## src/rtl/lmfcg_pkg.sv

```systemverilog
`default_nettype none

package lmfcg_pkg;

    localparam int ROW_COUNT_DEF = 8;

    localparam int ADDR_W     = 4;
    localparam int DATA_W     = 8;
    localparam int IDX_W      = 4;
    localparam int COL_W      = 4;
    localparam int S_TDATA_W  = 24;
    localparam int S_TUSER_W  = 3;
    localparam int M_TDATA_W  = 16;
    localparam int CFG_IDX_W  = 2;
    localparam int CFG_DATA_W = 4;

    // Configuration register indexes
    localparam logic [CFG_IDX_W-1:0] CFG_INTENSITY   = 2'd0;
    localparam logic [CFG_IDX_W-1:0] CFG_SCAN_LIMIT  = 2'd1;
    localparam logic [CFG_IDX_W-1:0] CFG_SHUTDOWN_ON = 2'd2;

    // Driver register addresses
    localparam logic [ADDR_W-1:0] ADDR_DECODE    = 4'd9;
    localparam logic [ADDR_W-1:0] ADDR_INTENSITY = 4'd10;
    localparam logic [ADDR_W-1:0] ADDR_SCAN      = 4'd11;
    localparam logic [ADDR_W-1:0] ADDR_SHUTDOWN  = 4'd12;
    localparam logic [ADDR_W-1:0] ADDR_TEST      = 4'd15;

    localparam logic [DATA_W-1:0] TOP_BIT = 8'h80;

    // Writes in the settings sequence
    localparam int SET_STEPS = 5;

    typedef enum logic [2:0] {
        ACT_PIXEL    = 3'd0,
        ACT_ROW_BYTE = 3'd1,
        ACT_LINE     = 3'd2,
        ACT_SCROLL   = 3'd3,
        ACT_CLEAR    = 3'd4,
        ACT_REFRESH  = 3'd5,
        ACT_SETTINGS = 3'd6
    } t_action;

endpackage

`default_nettype wire

```

## src/rtl/lmfcg_ram.sv

```systemverilog
`default_nettype none

module lmfcg_ram #(
    parameter int WIDTH = 8,
    parameter int DEPTH = 8,
    localparam int AW = (DEPTH > 1) ? $clog2(DEPTH) : 1
) (
    input  wire logic             i_clk,
    input  wire logic             i_we,
    input  wire logic [AW-1:0]    i_waddr,
    input  wire logic [WIDTH-1:0] i_wdata,
    input  wire logic             i_re,
    input  wire logic [AW-1:0]    i_raddr,
    output logic      [WIDTH-1:0] o_rdata
);

    logic [WIDTH-1:0] r_mem [DEPTH];
    logic [WIDTH-1:0] r_rdata;

    always_ff @(posedge i_clk) begin
        if (i_we) begin
            r_mem[i_waddr] <= i_wdata;
        end
        if (i_re) begin
            r_rdata <= r_mem[i_raddr];
        end
    end

    assign o_rdata = r_rdata;

endmodule

`default_nettype wire

```

## src/rtl/led_matrix_frame_command_gen_unit.sv

```systemverilog
// Path: an accepted item is read from the frame RAM into its read register, modified,
// and held in the output register; a new item is not taken until the last write of the
// current one has left the modify stage (scroll, clear, refresh or a line write every row).
// Rate is set by the frame RAM: one row read and one row write per cycle while the output is not stalled.
// Reset: synchronous, active low; loads the frame RAM with zeros, row by row,
// before the first input is taken.
`default_nettype none

module led_matrix_frame_command_gen_unit
    import lmfcg_pkg::*;
#(
    parameter int ROW_COUNT = ROW_COUNT_DEF
) (
    input  wire logic                  i_clk,
    input  wire logic                  i_rst_n,
    // configuration
    input  wire logic                  i_cfg_we,
    input  wire logic [CFG_IDX_W-1:0]  i_cfg_idx,
    input  wire logic [CFG_DATA_W-1:0] i_cfg_data,
    // input stream
    input  wire logic                  i_s_axis_tvalid,
    output logic                       o_s_axis_tready,
    // [3:0] index, [7:4] column, [8] pixel_on, [16:9] value, [23:17] zero
    input  wire logic [S_TDATA_W-1:0]  i_s_axis_tdata,
    // [2:0] action
    input  wire logic [S_TUSER_W-1:0]  i_s_axis_tuser,
    // output stream
    output logic                       o_m_axis_tvalid,
    input  wire logic                  i_m_axis_tready,
    // [3:0] reg_address, [11:4] reg_data
    output logic      [M_TDATA_W-1:0]  o_m_axis_tdata,
    output logic                       o_m_axis_tlast
);

    localparam int ROW_W  = (ROW_COUNT > 1) ? $clog2(ROW_COUNT) : 1;
    localparam int N_MAX  = (ROW_COUNT > SET_STEPS) ? ROW_COUNT : SET_STEPS;
    localparam int STEP_W = $clog2(N_MAX + 1);
    localparam logic [STEP_W-1:0] ROWS_N   = STEP_W'(ROW_COUNT);
    localparam logic [STEP_W-1:0] SETS_N   = STEP_W'(SET_STEPS);
    localparam logic [STEP_W-1:0] STEP_ONE = STEP_W'(1);

    // configuration registers
    logic [3:0] r_intensity;
    logic [2:0] r_scan_limit;
    logic       r_shutdown_on;

    always_ff @(posedge i_clk) begin
        if (!i_rst_n) begin
            r_intensity   <= 4'd0;
            r_scan_limit  <= 3'd7;
            r_shutdown_on <= 1'b1;
        end else if (i_cfg_we) begin
            unique case (i_cfg_idx)
                CFG_INTENSITY:   r_intensity   <= i_cfg_data[3:0];
                CFG_SCAN_LIMIT:  r_scan_limit  <= i_cfg_data[2:0];
                CFG_SHUTDOWN_ON: r_shutdown_on <= i_cfg_data[0];
                default: ;
            endcase
        end
    end

    // input fields
    logic [IDX_W-1:0]  w_in_idx;
    logic [COL_W-1:0]  w_in_col;
    logic              w_in_on;
    logic [DATA_W-1:0] w_in_val;

    assign w_in_idx = i_s_axis_tdata[3:0];
    assign w_in_col = i_s_axis_tdata[7:4];
    assign w_in_on  = i_s_axis_tdata[8];
    assign w_in_val = i_s_axis_tdata[16:9];

    // sequencer and RAM pipeline state
    logic              r_clr;      // reset sweep of the frame RAM
    logic [ROW_W-1:0]  r_clr_row;
    logic              r_busy;
    logic [STEP_W-1:0] r_n;        // writes for the current item
    logic [STEP_W-1:0] r_is;       // next step to read
    logic              r_dv;       // read data valid for step r_ws
    logic [STEP_W-1:0] r_ws;
    t_action           r_act;
    logic [IDX_W-1:0]  r_idx;
    logic [2:0]        r_col;
    logic              r_on;
    logic [DATA_W-1:0] r_val;

    // output register
    logic              r_ov;
    logic [ADDR_W-1:0] r_addr;
    logic [DATA_W-1:0] r_data;
    logic              r_last;

    logic              w_acc;
    logic [STEP_W-1:0] w_steps;
    logic              w_fire;
    logic              w_issue;
    logic              w_done;
    logic              w_is_row_op;
    logic [STEP_W-1:0] w_is_nx;
    logic [ROW_W-1:0]  w_raddr;
    logic [DATA_W-1:0] w_rdata;
    logic [ROW_W-1:0]  w_row;
    logic [DATA_W-1:0] w_px_mask;
    logic [DATA_W-1:0] w_ln_mask;
    logic              w_we;
    logic [ADDR_W-1:0] n_addr;
    logic [DATA_W-1:0] n_data;
    logic              w_ram_we;
    logic [ROW_W-1:0]  w_ram_waddr;
    logic [DATA_W-1:0] w_ram_wdata;

    assign o_s_axis_tready = !r_busy && !r_clr;
    assign w_acc = i_s_axis_tvalid && o_s_axis_tready;

    // number of writes an incoming item causes; zero means it is dropped
    always_comb begin
        case (i_s_axis_tuser) inside
            ACT_PIXEL:
                w_steps = (w_in_idx < IDX_W'(ROW_COUNT) && !w_in_col[3]) ? STEP_ONE : '0;
            ACT_ROW_BYTE:
                w_steps = (w_in_idx < IDX_W'(ROW_COUNT)) ? STEP_ONE : '0;
            ACT_LINE:
                w_steps = !w_in_idx[3] ? ROWS_N : '0;
            ACT_SCROLL, ACT_CLEAR, ACT_REFRESH:
                w_steps = ROWS_N;
            ACT_SETTINGS:
                w_steps = SETS_N;
            default:
                w_steps = '0;
        endcase
    end

    assign w_fire  = r_dv && (!r_ov || i_m_axis_tready);
    assign w_issue = r_busy && (r_is != r_n) && (!r_dv || w_fire);
    assign w_done  = w_fire && (r_ws == r_n - STEP_ONE);

    assign w_is_row_op = (r_act == ACT_PIXEL) || (r_act == ACT_ROW_BYTE);
    assign w_is_nx     = r_is + STEP_ONE;

    // scroll reads the row below the one it writes
    always_comb begin
        if (w_is_row_op) begin
            w_raddr = r_idx[ROW_W-1:0];
        end else if (r_act == ACT_SCROLL && w_is_nx < ROWS_N) begin
            w_raddr = w_is_nx[ROW_W-1:0];
        end else begin
            w_raddr = r_is[ROW_W-1:0];
        end
    end

    assign w_row     = w_is_row_op ? r_idx[ROW_W-1:0] : r_ws[ROW_W-1:0];
    assign w_px_mask = TOP_BIT >> r_col;
    assign w_ln_mask = TOP_BIT >> r_idx[2:0];

    // modify stage: read data of step r_ws is on w_rdata
    always_comb begin
        w_we   = 1'b0;
        n_addr = ADDR_W'(w_row) + ADDR_W'(1);
        n_data = w_rdata;
        unique case (r_act)
            ACT_PIXEL: begin
                w_we   = 1'b1;
                n_data = r_on ? (w_rdata | w_px_mask) : (w_rdata & ~w_px_mask);
            end
            ACT_ROW_BYTE: begin
                w_we   = 1'b1;
                n_data = r_val;
            end
            ACT_LINE: begin
                w_we   = 1'b1;
                n_data = r_val[3'd7 - r_ws[2:0]] ? (w_rdata | w_ln_mask)
                                                 : (w_rdata & ~w_ln_mask);
            end
            ACT_SCROLL: begin
                w_we   = 1'b1;
                n_data = (r_ws == ROWS_N - STEP_ONE) ? r_val : w_rdata;
            end
            ACT_CLEAR: begin
                w_we   = 1'b1;
                n_data = '0;
            end
            ACT_REFRESH: begin
                w_we   = 1'b0;
            end
            ACT_SETTINGS: begin
                case (r_ws[2:0])
                    3'd0: begin
                        n_addr = ADDR_TEST;
                        n_data = '0;
                    end
                    3'd1: begin
                        n_addr = ADDR_SCAN;
                        n_data = DATA_W'(r_scan_limit);
                    end
                    3'd2: begin
                        n_addr = ADDR_DECODE;
                        n_data = '0;
                    end
                    3'd3: begin
                        n_addr = ADDR_INTENSITY;
                        n_data = DATA_W'(r_intensity);
                    end
                    default: begin
                        n_addr = ADDR_SHUTDOWN;
                        n_data = DATA_W'(!r_shutdown_on);
                    end
                endcase
            end
            default: ;
        endcase
    end

    // RAM write port: reset sweep first, then write-back of the modify stage
    assign w_ram_we    = r_clr || (w_fire && w_we);
    assign w_ram_waddr = r_clr ? r_clr_row : w_row;
    assign w_ram_wdata = r_clr ? '0 : n_data;

    lmfcg_ram #(
        .WIDTH(DATA_W),
        .DEPTH(ROW_COUNT)
    ) u_frame_ram (
        .i_clk  (i_clk),
        .i_we   (w_ram_we),
        .i_waddr(w_ram_waddr),
        .i_wdata(w_ram_wdata),
        .i_re   (w_issue),
        .i_raddr(w_raddr),
        .o_rdata(w_rdata)
    );

    always_ff @(posedge i_clk) begin
        if (!i_rst_n) begin
            r_clr     <= 1'b1;
            r_clr_row <= '0;
            r_busy    <= 1'b0;
            r_dv      <= 1'b0;
            r_ov      <= 1'b0;
            r_n       <= '0;
            r_is      <= '0;
            r_ws      <= '0;
            r_act     <= ACT_REFRESH;
        end else begin
            if (r_clr) begin
                r_clr_row <= r_clr_row + ROW_W'(1);
                if (r_clr_row == ROW_W'(ROW_COUNT - 1)) begin
                    r_clr <= 1'b0;
                end
            end

            if (w_acc && w_steps != '0) begin
                r_busy <= 1'b1;
                r_n    <= w_steps;
                r_is   <= '0;
                r_act  <= t_action'(i_s_axis_tuser);
                r_idx  <= w_in_idx;
                r_col  <= w_in_col[2:0];
                r_on   <= w_in_on;
                r_val  <= w_in_val;
            end else if (w_done) begin
                r_busy <= 1'b0;
            end

            if (w_issue) begin
                r_is <= w_is_nx;
                r_ws <= r_is;
                r_dv <= 1'b1;
            end else if (w_fire) begin
                r_dv <= 1'b0;
            end

            if (w_fire) begin
                r_ov   <= 1'b1;
                r_addr <= n_addr;
                r_data <= n_data;
                r_last <= w_done;
            end else if (i_m_axis_tready) begin
                r_ov <= 1'b0;
            end
        end
    end

    assign o_m_axis_tvalid = r_ov;
    assign o_m_axis_tdata  = {(M_TDATA_W - ADDR_W - DATA_W)'(0), r_data, r_addr};
    assign o_m_axis_tlast  = r_last;

endmodule

`default_nettype wire

```

## config.mk

```make
export PLATFORM = sky130hd
export DESIGN_NAME = led_matrix_frame_command_gen_unit
export DESIGN_NICKNAME = d
export VERILOG_FILES = /design/src/rtl/lmfcg_pkg.sv /design/src/rtl/lmfcg_ram.sv /design/src/rtl/led_matrix_frame_command_gen_unit.sv
export SDC_FILE = /design/constraint.sdc
export NUM_CORES = 1
export LEC_CHECK = 0
export BUFFER_PORTS_ARGS = -buffer_cell sky130_fd_sc_hd__buf_2
export CAP_MARGIN = 20
export CORE_ASPECT_RATIO = 2
export CORE_MARGIN = 2
export CORE_UTILIZATION = 59
export DETAILED_ROUTE_END_ITERATION = 8
export GPL_ROUTABILITY_DRIVEN = 0
export PLACE_DENSITY = 0.81
export SLEW_MARGIN = 20
export SYNTH_ARGS = -nofsm -noshare
export SYNTH_HDL_FRONTEND = slang
export SYNTH_HIERARCHICAL = 1
export SYNTH_SLANG_ARGS = --single-unit
```

## constraint.sdc

```tcl
create_clock -name i_clk -period 3.7 [get_ports i_clk]
set_clock_uncertainty 0.05 [all_clocks]
set_input_delay 0.555 -clock i_clk [delete_from_list [all_inputs] [get_ports i_clk]]
set_output_delay 0.555 -clock i_clk [all_outputs]
set_load 0.005 [all_outputs]
```

==> flow_summary_export.csv, run 1 <==
group,metric,value,unit
status,status,"finished clean",
routing,vias,4059,
finish,final_cell_mix,"100 x edfxtp_1, 45 x buf_2, 41 x nand2_1",
place,port-buffer-count,45,
clocking,cts_tree,"built",
logic_synthesis,synth_ff_type,"edfxtp_1",
pwr,total_power,3.40,mW
setup_path,worst_path_largest_cell_delay,0.61,ns
pwr,cellLeakagePower,2.58,nW
logic_synthesis,synth_edf_count,100,
logic_synthesis,synth_compound_area_frac,0.0900,
finish,fill_cells,695,
die,ios,57,
timing,setup_violations,0,
pwr,seqPwrFrac,0.474,
setup_path,crit_start,"r_act[2]",
routing,firstDrtPassIters,5,
finish,nets,563,
die,die_w,76.2,um
pwr,switchingPower,0.688,mW
logic_synthesis,async_flop_share,0,
setup_path,end_kind,"flop",
routing,final_antenna_net_count,0,
routing,wirelength,13.0,mm
logic_synthesis,ys_seq_area_frac,0.582,
timing,setup_slack,0.707,ns
grt,grt_pass1_wl,20.1,mm
finish,drive_gt1_frac,0.216,
die,dieHeight,148,um
die,fp-row-count,52,
logic_synthesis,synth_simple_gate_area_frac,0.121,
die,start_util,0.607,
finish,area_delta_synth_final,14.4,%
worst_hold_path,hp-start,"i_s_axis_tdata[4]",
timing,max_slew_margin,0.383,
logic_synthesis,syn_inst,474,
setup_path,arrival,3.10,ns
setup_path,cp-start-kind,"flop",
routing,viasPerCell,6.09,
clocking,cts_setup_buffers,0,
pwr,power.share.switching,0.202,
logic_synthesis,synthMuxAreaShare,0.148,
routing,drtIter0Drc,301,
logic_synthesis,synth_seq_cells,129,
clocking,root_buffer,"clkbuf_16",
logic_synthesis,ys_types,67,
die,core,0.0101,mm2
timing,worstMarginPinSlew,0.924,ns
clocking,postCtsResizedCells,0,
setup_path,path_class,"reg2reg",
clocking,holdBufCountCts,0,
grt,track_usage,0.236,
pwr,peakVddDrop,479,uV
pwr,internal-power,2.71,mW
grt,grt_max_degree,21,
die,dieArea,0.0113,mm2
place,hpwl,9.23,mm
clocking,clk_latency,0.41,ns
timing,min_period,2.99,ns
timing,rsz0062_at_grt,"no",
logic_synthesis,synthAdderAreaFrac,0.0102,
job,cap_violations,0,
timing,hold_viol,0,
place,placed_area,0.00645,mm2
clocking,cts.sinks,129,
setup_path,critical_path_required,3.81,ns
clocking,htreeDepth,4,
place,post-place-ws,0.779,ns
routing,drc,0,
finish,final_area,0.00704,mm2
grt,overflow,0,
grt,grt_pass1_vias,4066,
pwr,clockPowerShare,0.490,
logic_synthesis,synth_xor_area_frac,0.0128,
logic_synthesis,synth_top_family_by_area,"multiplexers",
logic_synthesis,synth_area_per_cell,13.0,um2
pwr,p_comb_frac,0.036,
clocking,cts_buffers,17,
setup_path,crit_chain,"nand3b_1 > a21oi_1 > xnor2_1 > o21ai_1 > buf_4 > mux4_1 > mux2_2",
setup_path,r2r_start,"r_act[2]",
setup_path,cp_slowest_cell,"mux4_1",
grt,antenna_found_initial,0,
timing,setup_tns,0,ns
finish,num_antenna_cells,0,
finish,final_common_cell,"edfxtp_1",
routing,wl_per_cell,19.4,um
clocking,clkTransAtPathRegs,0.06,ns
setup_path,critPathTopFamily,"multiplexers",
pwr,powerDensity,483,mW/mm2
setup_path,critPathBufInv,1,
clocking,clk_path_buf_depth,2,
logic_synthesis,synth-warning-count,6,
worst_hold_path,hp-class,"in2reg",
timing,fmax,0.334,GHz
logic_synthesis,synth.cell_area,0.00616,mm2
timing,maxSlewViolCount,0,
timing,fin_crit_sh,0.809,
setup_path,cp_max_fo,18,
cell families after synthesis:
kind of cell             after synthesis
AO/OA/AOI/OAI                         84
adder cells (fa/ha/maj)                5
buffers and inverters                 42
multiplexers                          62
AND/OR/NAND/NOR                      142
XOR/XNOR                               9
flip-flops                           129
other                                  1
state kept, by name, summed over array words and instances (netlist names), 4 cells and up:
name / cells
u_frame_ram/r_mem: 64
r_data: 8
r_val: 8
u_frame_ram/o_rdata: 8
r_addr: 4
r_intensity: 4
r_is: 4
r_ws: 4
layout make-up:
cell class / instances / area (um2) / share of cell area
Clock buffer: 19 / 433 / 0.0615
Clock inverter: 12 / 160 / 0.0227
Inverter: 13 / 48.8 / 0.00693
Multi-Input combinational cell: 306 / 2360 / 0.336
Sequential cell: 129 / 3580 / 0.509
Tap cell: 135 / 169 / 0.0240
Timing Repair Buffer: 53 / 285 / 0.0405
per-stage QoR:
| stage | util | hold WS, ns | instances |
|---|---|---|---|
| after floorplan | - | 0.385 | 477 |
| after global placement | 0.635 | 0.406 | 636 |
| after detailed placement | 0.635 | 0.408 | 636 |
| after CTS | 0.694 | 0.248 | 667 |
| after global routing | 0.694 | 0.244 | 667 |
| final | 0.694 | 0.263 | 667 |
layer usage:
| metal | vias to the layer above | wire length [um] | global-route usage |
|---|---|---|---|
| met1 | 1991 | 4600 | 0.226 |
| li1 | 1893 | - | - |
| met2 | 138 | 7440 | 0.455 |
| met5 | - | 0 | 0 |
| met3 | 37 | 483 | 0.0534 |
| met4 | 0 | 448 | 0.127 |
Yosys cell counts (5+ instances only):
library cell | instances | area share
edfxtp_1 | 100 | 0.49
nand2_1 | 41 | 0.025
nor2_1 | 30 | 0.018
dfxtp_1 | 29 | 0.094
o21ai_0 | 25 | 0.020
mux2i_1 | 24 | 0.039
a21oi_1 | 22 | 0.018
mux2_2 | 20 | 0.037
nand3_1 | 19 | 0.015
mux4_1 | 15 | 0.064
inv_1 | 13 | 0.0079
clkbuf_1 | 11 | 0.0067
nand3b_1 | 8 | 0.0098
nor2b_1 | 8 | 0.0081
nand2b_1 | 6 | 0.0061
nor3b_1 | 6 | 0.0073
buf_2 | 5 | 0.0041
buf_4 | 5 | 0.0061
ha_1 | 5 | 0.010
nor3_1 | 5 | 0.0041
xor2_1 | 5 | 0.0071
worst paths after layout:
| check | end | slack, ns | cells past startpoint |
|---|---|---|---|
| worst max-delay path | u_frame_ram/o_rdata[5] | 0.71 | 7 |
| worst min-delay path | r_col[0] | 0.26 | 1 |
| worst max register to register | u_frame_ram/o_rdata[5] | 0.71 | 7 |
| worst min register to register | r_scan_limit[2] | 0.43 | 2 |
worst reg2reg max path, cell delays in order, from the launching register on:
cell	delay (ns)
dfxtp_1	0.51
nand3b_1	0.39
a21oi_1	0.33
xnor2_1	0.11
o21ai_1	0.13
buf_4	0.29
mux4_1	0.62
mux2_2	0.30
power groups by stage:
stage	logic, mW	registers (mW)	clock network (mW)
2_1_floorplan	0.0828	1.63	0
3_3_place_gp	0.118	1.64	0
5_1_grt	0.135	1.61	1.76
4_1_cts	0.125	1.61	1.69
3_5_place_dp	0.123	1.64	0
6_report	0.123	1.61	1.67
Power figures use the tool's default switching activity.
==> run 2, diff against run 1 <==
CORE_UTILIZATION = 54   (was 59)
PLACE_DENSITY = 0.78   (was 0.81)
clock period = 2.6 ns   (was 3.7 ns; I/O delays follow)
==> run 2 against run 1 <==
First-iteration DRC count is 29% higher. Via count grew 5.3%. Total power grew 43%. Critical path depth rose by 2. Critical endpoint is now u_frame_ram/o_rdata[2]. Largest power group unchanged.
==> flow_summary_export.csv, run 2 (same netlist as run 1, synthesis figures left out) <==
group,metric,value,unit
timing,setup_tns,0,ns
grt,grt_pass1_wl,22.9,mm
clocking,cts_setup_buffers,0,
routing,vias,4276,
place,hpwl,10.4,mm
routing,drtIter0Drc,387,
setup_path,critPathTopFamily,"multiplexers",
timing,maxSlewViolCount,0,
job,cap_violations,0,
timing,setup_violations,0,
die,core,0.0112,mm2
timing,whs,0.0860,ns
finish,largest_reg_flops,64,
pwr,powerDensity,663,mW/mm2
finish,fin_cells,711,
pwr,total_power,4.87,mW
clocking,root_buffer,"clkbuf_16",
routing,viasPerCell,6.01,
setup_path,worst_path_largest_cell_delay,0.32,ns
grt,overflow,0,
pwr,cellLeakagePower,2.78,nW
finish,final_common_cell,"edfxtp_1",
grt,track_usage,0.253,
timing,worstMarginPinSlew,0.712,ns
routing,wl_met1,4.66,mm
place,dp_cells,677,
place,port-buffer-count,45,
clocking,clkTransAtPathRegs,0.06,ns
worst_hold_path,hp-class,"in2reg",
timing,max_slew_margin,0.526,
routing,wirelength,14.5,mm
die,dieArea,0.0123,mm2
timing,fin_crit_sh,0.961,
routing,drc,0,
finish,area_delta_synth_final,19.4,%
routing,highest_layer,"met4",
finish,drive_gt1_frac,0.280,
finish,fill_cells,779,
status,status,"finished clean",
routing,final_antenna_net_count,0,
clocking,postCtsResizedCells,0,
clocking,holdBufCountCts,0,
routing,wl_met2,8.43,mm
setup_path,critical_path_required,2.72,ns
grt,grt_pass1_vias,4534,
routing,firstDrtPassIters,5,
finish,nets,598,
timing,min_period,2.50,ns
setup_path,cp_slowest_cell,"mux4_1",
clocking,cts.sinks,129,
pwr,peakVddDrop,569,uV
setup_path,arrival,2.62,ns
die,ios,57,
routing,wl_met3,591,um
setup_path,cp-start-kind,"flop",
timing,fmax,0.400,GHz
grt,antenna_found_initial,1,
timing,rsz0062_at_grt,"no",
setup_path,crit_chain,"nand3b_1 > a21oi_2 > buf_4 > nand2_1 > xor2_1 > o21ai_2 > buf_4 > mux4_1 > mux2_2",
die,dieHeight,155,um
clocking,clk_path_buf_depth,2,
clocking,htreeDepth,4,
setup_path,cp_max_fo,8,
finish,top_register,"u_frame_ram/r_mem",
die,start_util,0.549,
finish,final_cell_mix,"100 x edfxtp_1, 45 x buf_2, 42 x buf_4",
die,fp-row-count,55,
clocking,cts_buffers,17,
setup_path,end_kind,"flop",
setup_path,cpMostUsedCell,"buf_4",
routing,wl_per_cell,20.4,um
timing,hold_viol,0,
grt,grt_max_degree,18,
die,die_w,79.5,um
setup_path,path_class,"reg2reg",
setup_path,critPathBufInv,2,
clocking,clk_latency,0.43,ns
clocking,cts_tree,"built",
==> run 2: worst paths after layout <==
check        cells past startpoint               from  slack, ns                endpoint
max                              9           r_act[2]       0.10  u_frame_ram/o_rdata[2]
min reg2reg                      2    r_scan_limit[2]       0.44         r_scan_limit[2]
max reg2reg                      9           r_act[2]       0.10  u_frame_ram/o_rdata[2]
min                              1  i_s_axis_tdata[2]       0.09                r_idx[2]
==> run 2: stage by stage <==
stage                      util  setup slack, ns  cell area (um2)
after floorplan               -           0.0355             6170
after global placement    0.600            0.160             6730
after detailed placement  0.600           0.0734             6730
after CTS                 0.653           0.0321             7320
after global routing      0.655           0.0362             7350
final                     0.655            0.101             7350
==> run 2: report_power, final <==
| group | internal (mW) | leakage (nW) | total, mW | switching, mW |
|---|---|---|---|---|
| Sequential | 2.27 | 1.14 | 2.29 | 0.0175 |
| Combinational | 0.0893 | 1.36 | 0.191 | 0.102 |
| Clock | 1.44 | 0.284 | 2.39 | 0.956 |
| Total | 3.80 | 2.78 | 4.87 | 1.07 |
==> run 2: layout make-up <==
class                   instances  area [um2]  share of cell area
repair buffers                 88         561              0.0763
clock inverters                15         173              0.0235
diodes                          1        2.50            0.000340
inverters                      13        48.8             0.00664
multi-input cells             306        2370               0.323
well taps                     142         178              0.0242
clock buffers                  17         425              0.0579
flip-flops and latches        129        3590               0.488
==> run 2: worst reg2reg max path, stage by stage (launching register included) <==
cell and delay [ns]:
dfxtp_1 0.31, nand3b_1 0.29, a21oi_2 0.24, buf_4 0.15
nand2_1 0.06, xor2_1 0.15, o21ai_2 0.18, buf_4 0.22
mux4_1 0.32, mux2_2 0.28
==> run 2: routing by layer <==
layer | global-route usage | vias up
li1 | - | 1972
met1 | 0.240 | 2071
met4 | 0.159 | 0
met5 | 0 | -
met2 | 0.465 | 169
met3 | 0.0638 | 64
